### config.mk
export PLATFORM = sky130hd
export DESIGN_NAME = printer_log_escape_tokenizer_flat
export DESIGN_NICKNAME = d
export VERILOG_FILES = /design/src/rtl/core/plet_pkg.sv /design/src/rtl/core/plet_if.sv /design/src/rtl/core/printer_log_escape_tokenizer.sv /design/src/rtl/core/plet_tok_fifo.sv /design/src/flat_wrapper.sv
export SDC_FILE = /design/constraint.sdc
export NUM_CORES = 1
export LEC_CHECK = 0
export ABC_AREA = 1
export BUFFER_PORTS_ARGS = -buffer_cell sky130_fd_sc_hd__buf_4
export CORE_MARGIN = 4
export CORE_UTILIZATION = 35
export DETAILED_ROUTE_END_ITERATION = 7
export GPL_TIMING_DRIVEN = 0
export HOLD_SLACK_MARGIN = 0.12
export PLACE_DENSITY = 0.62
export SYNTH_ARGS = -nofsm -noshare
export SYNTH_HDL_FRONTEND = slang
export SYNTH_SLANG_ARGS = --single-unit
export TNS_END_PERCENT = 20
### constraint.sdc
create_clock -name clk -period 5.2 [get_ports clk]
set_input_delay 1.56 -clock clk [delete_from_list [all_inputs] [get_ports clk]]
set_output_delay 1.56 -clock clk [all_outputs]
set_load 0.05 [all_outputs]
### src/rtl/core/plet_pkg.sv
// types, constants and the per-pass parse function of the log tokenizer
`default_nettype none

package plet_pkg;

  localparam int unsigned GROUP_DIGITS   = 2;
  localparam int unsigned FINAL_DIGITS   = 13;
  localparam int unsigned TOK_FIFO_DEPTH = 4;
  localparam int unsigned TOK_PTR_W      = $clog2(TOK_FIFO_DEPTH);
  localparam int unsigned TOK_CNT_W      = $clog2(TOK_FIFO_DEPTH + 1);
  localparam int unsigned MAX_PASSES     = 4;

  localparam logic [7:0] BYTE_LF    = 8'h0a;
  localparam logic [7:0] BYTE_CR    = 8'h0d;
  localparam logic [7:0] BYTE_SPACE = 8'h20;
  localparam logic [7:0] BYTE_ZERO  = 8'h30;
  localparam logic [7:0] BYTE_NINE  = 8'h39;
  localparam logic [7:0] BYTE_SEMI  = 8'h3b;

  localparam logic [3:0] GROUP_LEN = 4'(GROUP_DIGITS);
  localparam logic [3:0] FINAL_LEN = 4'(FINAL_DIGITS);

  localparam int unsigned CFG_IDX_W = 3;

  typedef enum logic [CFG_IDX_W-1:0] {
    CFG_ESC_A    = 3'd0,
    CFG_ESC_B    = 3'd1,
    CFG_WR_CODE  = 3'd2,
    CFG_RD_CODE  = 3'd3,
    CFG_NONE_CODE = 3'd4
  } cfg_reg_t;

  typedef enum logic [2:0] {
    TK_NL   = 3'd0,
    TK_HEX  = 3'd1,
    TK_CHAR = 3'd2,
    TK_WR   = 3'd3,
    TK_RD   = 3'd4,
    TK_NONE = 3'd5,
    TK_ECHO = 3'd6,
    TK_END  = 3'd7
  } tok_kind_t;

  typedef enum logic [2:0] {
    ST_TEXT  = 3'd0,
    ST_ESC   = 3'd1,
    ST_CODE  = 3'd2,
    ST_SEP1  = 3'd3,
    ST_GRP1  = 3'd4,
    ST_SEP2  = 3'd5,
    ST_GRP2  = 3'd6,
    ST_FINAL = 3'd7
  } parse_state_t;

  typedef struct packed {
    logic [7:0] esc_a;
    logic [7:0] esc_b;
    logic [7:0] wr_code;
    logic [7:0] rd_code;
    logic [7:0] none_code;
  } cfg_t;

  typedef struct packed {
    parse_state_t ps;
    logic [3:0]   countdown;
    logic [7:0]   pending;
    logic         line_start;
  } pstate_t;

  typedef struct packed {
    tok_kind_t  kind;
    logic [7:0] value;
    logic       last;
  } tok_t;

  typedef struct packed {
    pstate_t    st;
    logic       again;
    logic [1:0] n;
    tok_t       t0;
    tok_t       t1;
  } pass_t;

  localparam pstate_t PSTATE_RESET = '{ps: ST_TEXT, countdown: 4'd0, pending: 8'd0,
                                       line_start: 1'b1};

  function automatic logic is_dec_char(logic [7:0] b);
    return (b >= BYTE_ZERO) && (b <= BYTE_NINE);
  endfunction

  function automatic tok_t mk_tok(tok_kind_t k, logic [7:0] v);
    tok_t t;
    t.kind  = k;
    t.value = v;
    t.last  = 1'b0;
    return t;
  endfunction

  // one pass of the parser over a byte; again asks for another pass on the same byte
  function automatic pass_t plet_handle(pstate_t s, logic [7:0] b, cfg_t c);
    pass_t     p;
    logic      bad;
    tok_kind_t lbl;
    p.st    = s;
    p.again = 1'b0;
    p.n     = 2'd0;
    p.t0    = mk_tok(TK_NL, 8'd0);
    p.t1    = mk_tok(TK_NL, 8'd0);
    bad     = 1'b0;
    lbl     = TK_NONE;
    case (s.ps)
      ST_TEXT: begin
        if (b == BYTE_LF) begin
          p.n = 2'd1;
          p.st.line_start = 1'b1;
        end else if (b == BYTE_CR) begin
          p.st.line_start = 1'b0;
        end else if (b == c.esc_a || b == c.esc_b) begin
          p.st.pending = b;
          p.st.ps = ST_ESC;
        end else begin
          p.n  = 2'd1;
          p.t0 = mk_tok((b < BYTE_SPACE) ? TK_HEX : TK_CHAR, b);
          p.st.line_start = 1'b0;
        end
      end
      ST_ESC: begin
        if (b == c.wr_code || b == c.rd_code || b == c.none_code) begin
          lbl = (b == c.wr_code) ? TK_WR : (b == c.rd_code) ? TK_RD : TK_NONE;
          if (!s.line_start) begin
            p.n  = 2'd2;
            p.t1 = mk_tok(lbl, 8'd0);
          end else begin
            p.n  = 2'd1;
            p.t0 = mk_tok(lbl, 8'd0);
          end
          p.st.ps = (lbl == TK_NONE) ? ST_TEXT : ST_CODE;
          p.st.line_start = (lbl == TK_NONE);
        end else begin
          p.n  = 2'd1;
          p.t0 = mk_tok(TK_HEX, s.pending);
          p.st.ps = ST_TEXT;
          p.st.line_start = 1'b0;
          p.again = 1'b1;
        end
      end
      ST_CODE, ST_SEP1: begin
        if (b == BYTE_SEMI) begin
          p.n  = 2'd1;
          p.t0 = mk_tok(TK_ECHO, b);
          p.st.ps = (s.ps == ST_CODE) ? ST_SEP1 : ST_SEP2;
        end else if (is_dec_char(b)) begin
          p.n  = 2'd1;
          p.t0 = mk_tok(TK_ECHO, b);
          p.st.countdown = GROUP_LEN;
          p.st.ps = (s.ps == ST_CODE) ? ST_GRP1 : ST_GRP2;
        end else begin
          bad = 1'b1;
        end
      end
      ST_SEP2: begin
        if (is_dec_char(b)) begin
          p.n  = 2'd1;
          p.t0 = mk_tok(TK_ECHO, b);
          p.st.countdown = FINAL_LEN;
          p.st.ps = ST_FINAL;
        end else begin
          bad = 1'b1;
        end
      end
      default: begin
        if (s.countdown > 4'd1) begin
          p.st.countdown = s.countdown - 4'd1;
          if (is_dec_char(b)) begin
            p.n  = 2'd1;
            p.t0 = mk_tok(TK_ECHO, b);
          end else begin
            bad = 1'b1;
          end
        end else begin
          // group complete: close it and look at the byte again
          p.st.countdown = 4'd0;
          if (s.ps == ST_FINAL) begin
            p.n = 2'd1;
            p.st.ps = ST_TEXT;
          end else begin
            p.st.ps = (s.ps == ST_GRP1) ? ST_SEP1 : ST_SEP2;
          end
          p.again = 1'b1;
        end
      end
    endcase
    if (bad) begin
      p.n  = 2'd1;
      p.t0 = mk_tok(TK_NL, 8'd0);
      p.st.line_start = 1'b0;
      p.st.ps = ST_TEXT;
      p.again = 1'b1;
    end
    return p;
  endfunction

endpackage

`default_nettype wire

### src/rtl/core/plet_if.sv
// channel interfaces of the log tokenizer: input bytes, tokens, register writes
`default_nettype none

interface plet_in_if import plet_pkg::*; ();
  logic       valid;
  logic       ready;
  logic       func;
  logic [7:0] data_byte;
  modport source (output valid, output func, output data_byte, input ready);
  modport sink   (input valid, input func, input data_byte, output ready);
endinterface

interface plet_tok_if import plet_pkg::*; ();
  logic       valid;
  logic       ready;
  tok_kind_t  token_kind;
  logic [7:0] token_value;
  logic       last_token;
  modport source (output valid, output token_kind, output token_value,
                  output last_token, input ready);
  modport sink   (input valid, input token_kind, input token_value,
                  input last_token, output ready);
endinterface

interface plet_cfg_if import plet_pkg::*; ();
  logic                 valid;
  logic                 ready;
  logic [CFG_IDX_W-1:0] index;
  logic [7:0]           data;
  modport source (output valid, output index, output data, input ready);
  modport sink   (input valid, input index, input data, output ready);
endinterface

`default_nettype wire

### src/rtl/core/printer_log_escape_tokenizer.sv
// Printer log tokenizer: turns record bytes into newline, hex, char, label and
// barcode echo tokens, up to two per byte, and a record end token on func = 1.
// An item is registered on entry and parsed combinationally from that register in
// a single pass of logic (re-handling of a byte after a closed group or bad byte is
// unrolled there); its tokens go into a four-entry queue. The token port moves one
// token per cycle while tok.ready is high; a new item is taken once the queue has
// room for two tokens, even while earlier tokens still wait. Registers are written
// through the cfg channel, which is always ready; unknown indexes are ignored.
`default_nettype none

module printer_log_escape_tokenizer import plet_pkg::*; (
  input  wire logic clk,
  input  wire logic rst,
  plet_in_if.sink   src,
  plet_tok_if.source tok,
  plet_cfg_if.sink  cfg
);

  cfg_t       regs;
  pstate_t    pst;
  pstate_t    pst_next;
  logic       hold_valid;
  logic       hold_func;
  logic [7:0] hold_byte;
  logic       consume;
  logic       room2;
  logic [1:0] cnt;
  tok_t       t0;
  tok_t       t1;
  pass_t      p;
  pstate_t    cur;
  logic       go;

  assign cfg.ready = 1'b1;

  always_ff @(posedge clk) begin
    if (rst) begin
      regs.esc_a     <= 8'h10;
      regs.esc_b     <= 8'h00;
      regs.wr_code   <= 8'h00;
      regs.rd_code   <= 8'h00;
      regs.none_code <= 8'h00;
    end else if (cfg.valid) begin
      case (cfg.index)
        CFG_ESC_A:     regs.esc_a     <= cfg.data;
        CFG_ESC_B:     regs.esc_b     <= cfg.data;
        CFG_WR_CODE:   regs.wr_code   <= cfg.data;
        CFG_RD_CODE:   regs.rd_code   <= cfg.data;
        CFG_NONE_CODE: regs.none_code <= cfg.data;
        default: ;
      endcase
    end
  end

  // input register; it drains only when the queue can take two tokens
  assign consume   = hold_valid && room2;
  assign src.ready = !hold_valid || room2;

  always_ff @(posedge clk) begin
    if (rst) begin
      hold_valid <= 1'b0;
    end else if (src.ready) begin
      hold_valid <= src.valid;
    end
  end

  always_ff @(posedge clk) begin
    if (src.valid && src.ready) begin
      hold_func <= src.func;
      hold_byte <= src.data_byte;
    end
  end

  always_comb begin
    cnt      = 2'd0;
    t0       = mk_tok(TK_NL, 8'd0);
    t1       = mk_tok(TK_NL, 8'd0);
    cur      = pst;
    go       = 1'b1;
    p        = '0;
    if (hold_func) begin
      if (pst.ps == ST_FINAL) begin
        cnt = 2'd2;
        t1  = mk_tok(TK_END, 8'd0);
      end else begin
        cnt = 2'd1;
        t0  = mk_tok(TK_END, 8'd0);
      end
      cur = PSTATE_RESET;
    end else begin
      for (int i = 0; i < MAX_PASSES; i++) begin
        if (go) begin
          p = plet_handle(cur, hold_byte, regs);
          // tokens beyond the second are dropped
          if (p.n != 2'd0) begin
            if (cnt == 2'd0) begin
              t0 = p.t0;
            end else if (cnt == 2'd1) begin
              t1 = p.t0;
            end
            if (cnt != 2'd2) begin
              cnt = cnt + 2'd1;
            end
          end
          if (p.n == 2'd2) begin
            if (cnt == 2'd0) begin
              t0 = p.t1;
            end else if (cnt == 2'd1) begin
              t1 = p.t1;
            end
            if (cnt != 2'd2) begin
              cnt = cnt + 2'd1;
            end
          end
          cur = p.st;
          go  = p.again;
        end
      end
    end
    t0.last  = (cnt == 2'd1);
    t1.last  = (cnt == 2'd2);
    pst_next = cur;
  end

  always_ff @(posedge clk) begin
    if (rst) begin
      pst <= PSTATE_RESET;
    end else if (consume) begin
      pst <= pst_next;
    end
  end

  plet_tok_fifo u_fifo (
    .clk      (clk),
    .rst      (rst),
    .push_cnt (consume ? cnt : 2'd0),
    .push_t0  (t0),
    .push_t1  (t1),
    .room2    (room2),
    .tok      (tok)
  );

endmodule

`default_nettype wire

### src/rtl/core/plet_tok_fifo.sv
// token queue: takes up to two tokens a cycle, hands out one a cycle while the port is ready
`default_nettype none

module plet_tok_fifo import plet_pkg::*; (
  input  wire logic       clk,
  input  wire logic       rst,
  input  wire logic [1:0] push_cnt,
  input  wire tok_t       push_t0,
  input  wire tok_t       push_t1,
  output logic            room2,
  plet_tok_if.source      tok
);

  tok_t                 mem [TOK_FIFO_DEPTH];
  logic [TOK_PTR_W-1:0] wr_ptr;
  logic [TOK_PTR_W-1:0] rd_ptr;
  logic [TOK_CNT_W-1:0] count;
  logic [TOK_PTR_W-1:0] wr_ptr1;
  logic                 pop;

  assign wr_ptr1 = wr_ptr + TOK_PTR_W'(1);
  assign pop     = tok.valid && tok.ready;
  assign room2   = count <= TOK_CNT_W'(TOK_FIFO_DEPTH - 2);

  assign tok.valid       = count != '0;
  assign tok.token_kind  = mem[rd_ptr].kind;
  assign tok.token_value = mem[rd_ptr].value;
  assign tok.last_token  = mem[rd_ptr].last;

  always_ff @(posedge clk) begin
    if (push_cnt != 2'd0) begin
      mem[wr_ptr] <= push_t0;
    end
    if (push_cnt == 2'd2) begin
      mem[wr_ptr1] <= push_t1;
    end
  end

  always_ff @(posedge clk) begin
    if (rst) begin
      wr_ptr <= '0;
      rd_ptr <= '0;
      count  <= '0;
    end else begin
      wr_ptr <= wr_ptr + TOK_PTR_W'(push_cnt);
      if (pop) begin
        rd_ptr <= rd_ptr + TOK_PTR_W'(1);
      end
      count <= count + TOK_CNT_W'(push_cnt) - TOK_CNT_W'(pop);
    end
  end

endmodule

`default_nettype wire
### src/flat_wrapper.sv
// flat-port wrapper written by rule: the top's interface ports become plain ports
module printer_log_escape_tokenizer_flat import plet_pkg::*;
  (clk, rst, src_valid, src_func, src_data_byte, src_ready, tok_valid, tok_token_kind, tok_token_value, tok_last_token, tok_ready, cfg_valid, cfg_index, cfg_data, cfg_ready);
  plet_in_if src_i ();
  plet_tok_if tok_i ();
  plet_cfg_if cfg_i ();
  input  wire logic clk;
  input  wire logic rst;
  input wire logic [$bits(src_i.valid)-1:0] src_valid;
  input wire logic [$bits(src_i.func)-1:0] src_func;
  input wire logic [$bits(src_i.data_byte)-1:0] src_data_byte;
  output wire logic [$bits(src_i.ready)-1:0] src_ready;
  output wire logic [$bits(tok_i.valid)-1:0] tok_valid;
  output wire logic [$bits(tok_i.token_kind)-1:0] tok_token_kind;
  output wire logic [$bits(tok_i.token_value)-1:0] tok_token_value;
  output wire logic [$bits(tok_i.last_token)-1:0] tok_last_token;
  input wire logic [$bits(tok_i.ready)-1:0] tok_ready;
  input wire logic [$bits(cfg_i.valid)-1:0] cfg_valid;
  input wire logic [$bits(cfg_i.index)-1:0] cfg_index;
  input wire logic [$bits(cfg_i.data)-1:0] cfg_data;
  output wire logic [$bits(cfg_i.ready)-1:0] cfg_ready;
  assign src_i.valid = src_valid;
  assign src_i.func = src_func;
  assign src_i.data_byte = src_data_byte;
  assign src_ready = src_i.ready;
  assign tok_valid = tok_i.valid;
  assign tok_token_kind = tok_i.token_kind;
  assign tok_token_value = tok_i.token_value;
  assign tok_last_token = tok_i.last_token;
  assign tok_i.ready = tok_ready;
  assign cfg_i.valid = cfg_valid;
  assign cfg_i.index = cfg_index;
  assign cfg_i.data = cfg_data;
  assign cfg_ready = cfg_i.ready;
  printer_log_escape_tokenizer u_core (.clk(clk), .rst(rst), .src(src_i), .tok(tok_i), .cfg(cfg_i));
endmodule
==> flow_summary.ini <==
[synth]
synth_cells = 1380
synthTopCellsByArea = edfxtp_1 (18%), nand2_1 (14%), dfxtp_1 (14%)
synth.top_cells.by_count = nand2_1 (354), nor2_1 (181), inv_1 (139), o21ai_0 (119), a21oi_1 (71)
synth_area_mm2 = 0.00934
yosys.cell_types.count = 55
ys_seq_area_frac = 0.325
async_reset_ff_frac = 0
synthMostInstantiatedCell = nand2_1
avgSynthCellArea_um2 = 6.77
synth-main-ff-cell = dfxtp_1
synth_top_cell_by_area = edfxtp_1
yosysWarnings = 0
synth_edf_count = 57
synth_nets = 1423
ys_ff_latch = 123
synth_top_area_frac = 0.183

[timing]
tns_ns = 0
hold_viol = 0
max_freq_mhz = 201
rsz0062_at_grt = yes
setup_viol_count_final = 0
relSlewSlack = 0.282
slew_viol_final = 0
fin_crit_ns = 4.99
worstMarginPinSlew_ns = 1.06
skew_ns = 0.0133
period_share = 0.959

[routing]
vias_per_cell = 5.43
wl_um = 32700
drtIter0Drc = 1005
wl_per_cell_um = 18.1
drcViolationCount = 0
first_pass_iters = 6
antenna_left = 0
vias = 9826

[cts]
h-tree-depth = 4
cts_inserted_buffers = 17
clockRootBuffer = clkbuf_16
cts.reportedPaths.clkPinSlew_ns = 0.06
cts_hold_buffers = 0
cts_buffer_depth = 2
cts_tree = done
clk_latency_ns = 0.43
cts.sinks = 123

[worst_setup_path]
r2r_cells = 32
regToRegEndpoint = u_core.u_fifo.count[2]
max_stage_delay_ns = 0.44
r2r-start = u_core.hold_byte[7]
cp-end-kind = register
setup.worst_path.class = register to register
cp_slowest_cell = fa_1
critPathMaxFanout = 8
reg2reg_slack_ns = 0.21
worstPathRequired_ns = 5.48
arrival_ns = 5.27
start_kind = register

[grt]
grt_pass1_wl_um = 50500
grt_pass1_vias = 8996
overflow = 0
antenna_found_initial = 0
grt_max_degree = 17
grtUsageTotal = 0.220

[power_and_ir_drop]
pwr-share-comb = 0.275
p_leak_uw = 0.00485
power_switching_uw = 1190
swShare = 0.372
max-vdd-ir-drop_v = 0.000174
seqPwrFrac = 0.349
clkPwrFrac = 0.375
power_density_mw_per_mm2 = 288
total_power_uw = 3190
internal_power_uw = 2000

[layout]
area_delta_synth_final_pct = 18.4
layout-drive-gt1-share = 0.165
postLayoutCellArea_mm2 = 0.0111
fin_nets = 1505
diodes = 0
fillCellCount = 2713

[place]
port-buffer-count = 38
dp.final_hpwl_um = 24600
post_dp_cell_area_mm2 = 0.0100
gp_congestion = 0.955

[hold_path]
min_from = u_core.regs[13]
hold_class = register to register
worstHoldEndpoint = u_core.regs[13]
hold_depth = 2

[die]
die_h_um = 171
dieArea_mm2 = 0.0294
initial_core_util = 0.357
io-pin-count = 40
fp.dieW_um = 171
core-area_mm2 = 0.0261
fp-row-count = 59

[outcome]
status = complete, no violations

[run]
max-cap-violations = 0
cells by family after synthesis:
group | after synthesis | synth area share
xor gates and xnor gates | 32 | 0.0300
adders and majority gates | 18 | 0.0249
buffers and inverters | 216 | 0.100
DFF | 123 | 0.325
other | 1 | 0.000402
AOI/OAI and AO/OA | 269 | 0.165
and+or+nand+nor | 721 | 0.355
worst max-delay path by stage:
stage,from,endpoint,cells past startpoint
2_1_floorplan,u_core.hold_byte[3],u_core.u_fifo.count[2],31
3_3_place_gp,u_core.hold_byte[2],u_core.u_fifo.count[2],31
3_5_place_dp,u_core.hold_byte[2],u_core.u_fifo.count[2],31
4_1_cts,u_core.hold_byte[7],u_core.u_fifo.count[2],32
5_1_grt,u_core.hold_byte[5],u_core.u_fifo.mem[3][6],32
6_report,u_core.hold_byte[7],u_core.u_fifo.count[2],32
state kept, by name, summed over array words and instances (netlist names), named ones only:
| name | flops |
|---|---|
| u_core.u_fifo.mem | 48 |
| u_core.regs | 40 |
| u_core.pst | 16 |
| u_core.hold_byte | 8 |
| u_core.u_fifo.count | 3 |
| u_core.u_fifo.rd_ptr | 2 |
| u_core.u_fifo.wr_ptr | 2 |
| u_core.hold_func | 1 |
| u_core.hold_valid | 1 |
layout by cell type, fill, tap and decap left out, drive strengths merged, types with 7 or more instances in the layout:
cell	instances
inv	165
o22ai	19
o21ai	121
nand2	384
xnor2	29
nor3	7
dfxtp	66
o211ai	10
a21oi	74
edfxtp	57
nand3	63
buf	87
ha	17
nor2	199
clkbuf	54
a31oi	13
nand4	62
power by group through the flow:
| stage | sequential (µW) | clock [µW] | combinational, µW |
|---|---|---|---|
| 5_1_grt | 1120 | 1250 | 956 |
| 3_5_place_dp | 1130 | 0 | 849 |
| 6_report | 1110 | 1200 | 878 |
| 3_3_place_gp | 1130 | 0 | 838 |
| 4_1_cts | 1110 | 1210 | 862 |
| 2_1_floorplan | 1120 | 0 | 598 |
layer usage:
metal / vias to the layer above / track usage / wire [µm] / part of all wire
li1: 4755 / - / - / -
met1: 4578 / 0.309 / 14300 / 0.44
met2: 440 / 0.355 / 14800 / 0.45
met3: 53 / 0.0317 / 2790 / 0.085
met4: 0 / 0.0620 / 780 / 0.024
met5: - / 0 / 0 / 0
critical path, delay by kind of cell, from the launching register on:
family / cells / cell delay (ns)
compound gates: 2 / 0.35
fa+ha+maj: 4 / 1.12
flops: 1 / 0.38
buf+inv: 6 / 0.64
xor+xnor: 1 / 0.17
simple gates: 19 / 2.18
final cells by class:
class                           instances  area [µm²]  area share
Buffer                                 60         365      0.0330
Clock buffer                           18         450      0.0407
Clock inverter                         14         138      0.0124
Inverter                              156         596      0.0539
Multi-Input combinational cell       1041        5580       0.505
Sequential cell                       123        3030       0.274
Tap cell                              335         419      0.0379
Timing Repair Buffer                   63         473      0.0428
metrics by stage:
| step | worst slack, ns | hold WS [ns] | util | std cells |
|---|---|---|---|---|
| 6_report | 0.215 | 0.459 | 0.423 | 1810 |
| 5_1_grt | -0.126 | 0.475 | 0.423 | 1810 |
| 4_1_cts | 0.00608 | 0.460 | 0.411 | 1789 |
| 3_5_place_dp | -0.651 | 0.450 | 0.384 | 1753 |
| 3_3_place_gp | -0.583 | 0.444 | 0.384 | 1753 |
| 2_1_floorplan | 0.466 | 0.436 | - | 1380 |
repair_timing:
action / 4_1_cts / 5_1_grt
endpoints found under the setup margin: 79 / 75
setup buffers: 4 / 21
pin swaps: 4 / 20
resized for setup: 22 / 43
endpoints found under the hold margin: 0 / 0
Power figures use the tool's default switching activity.
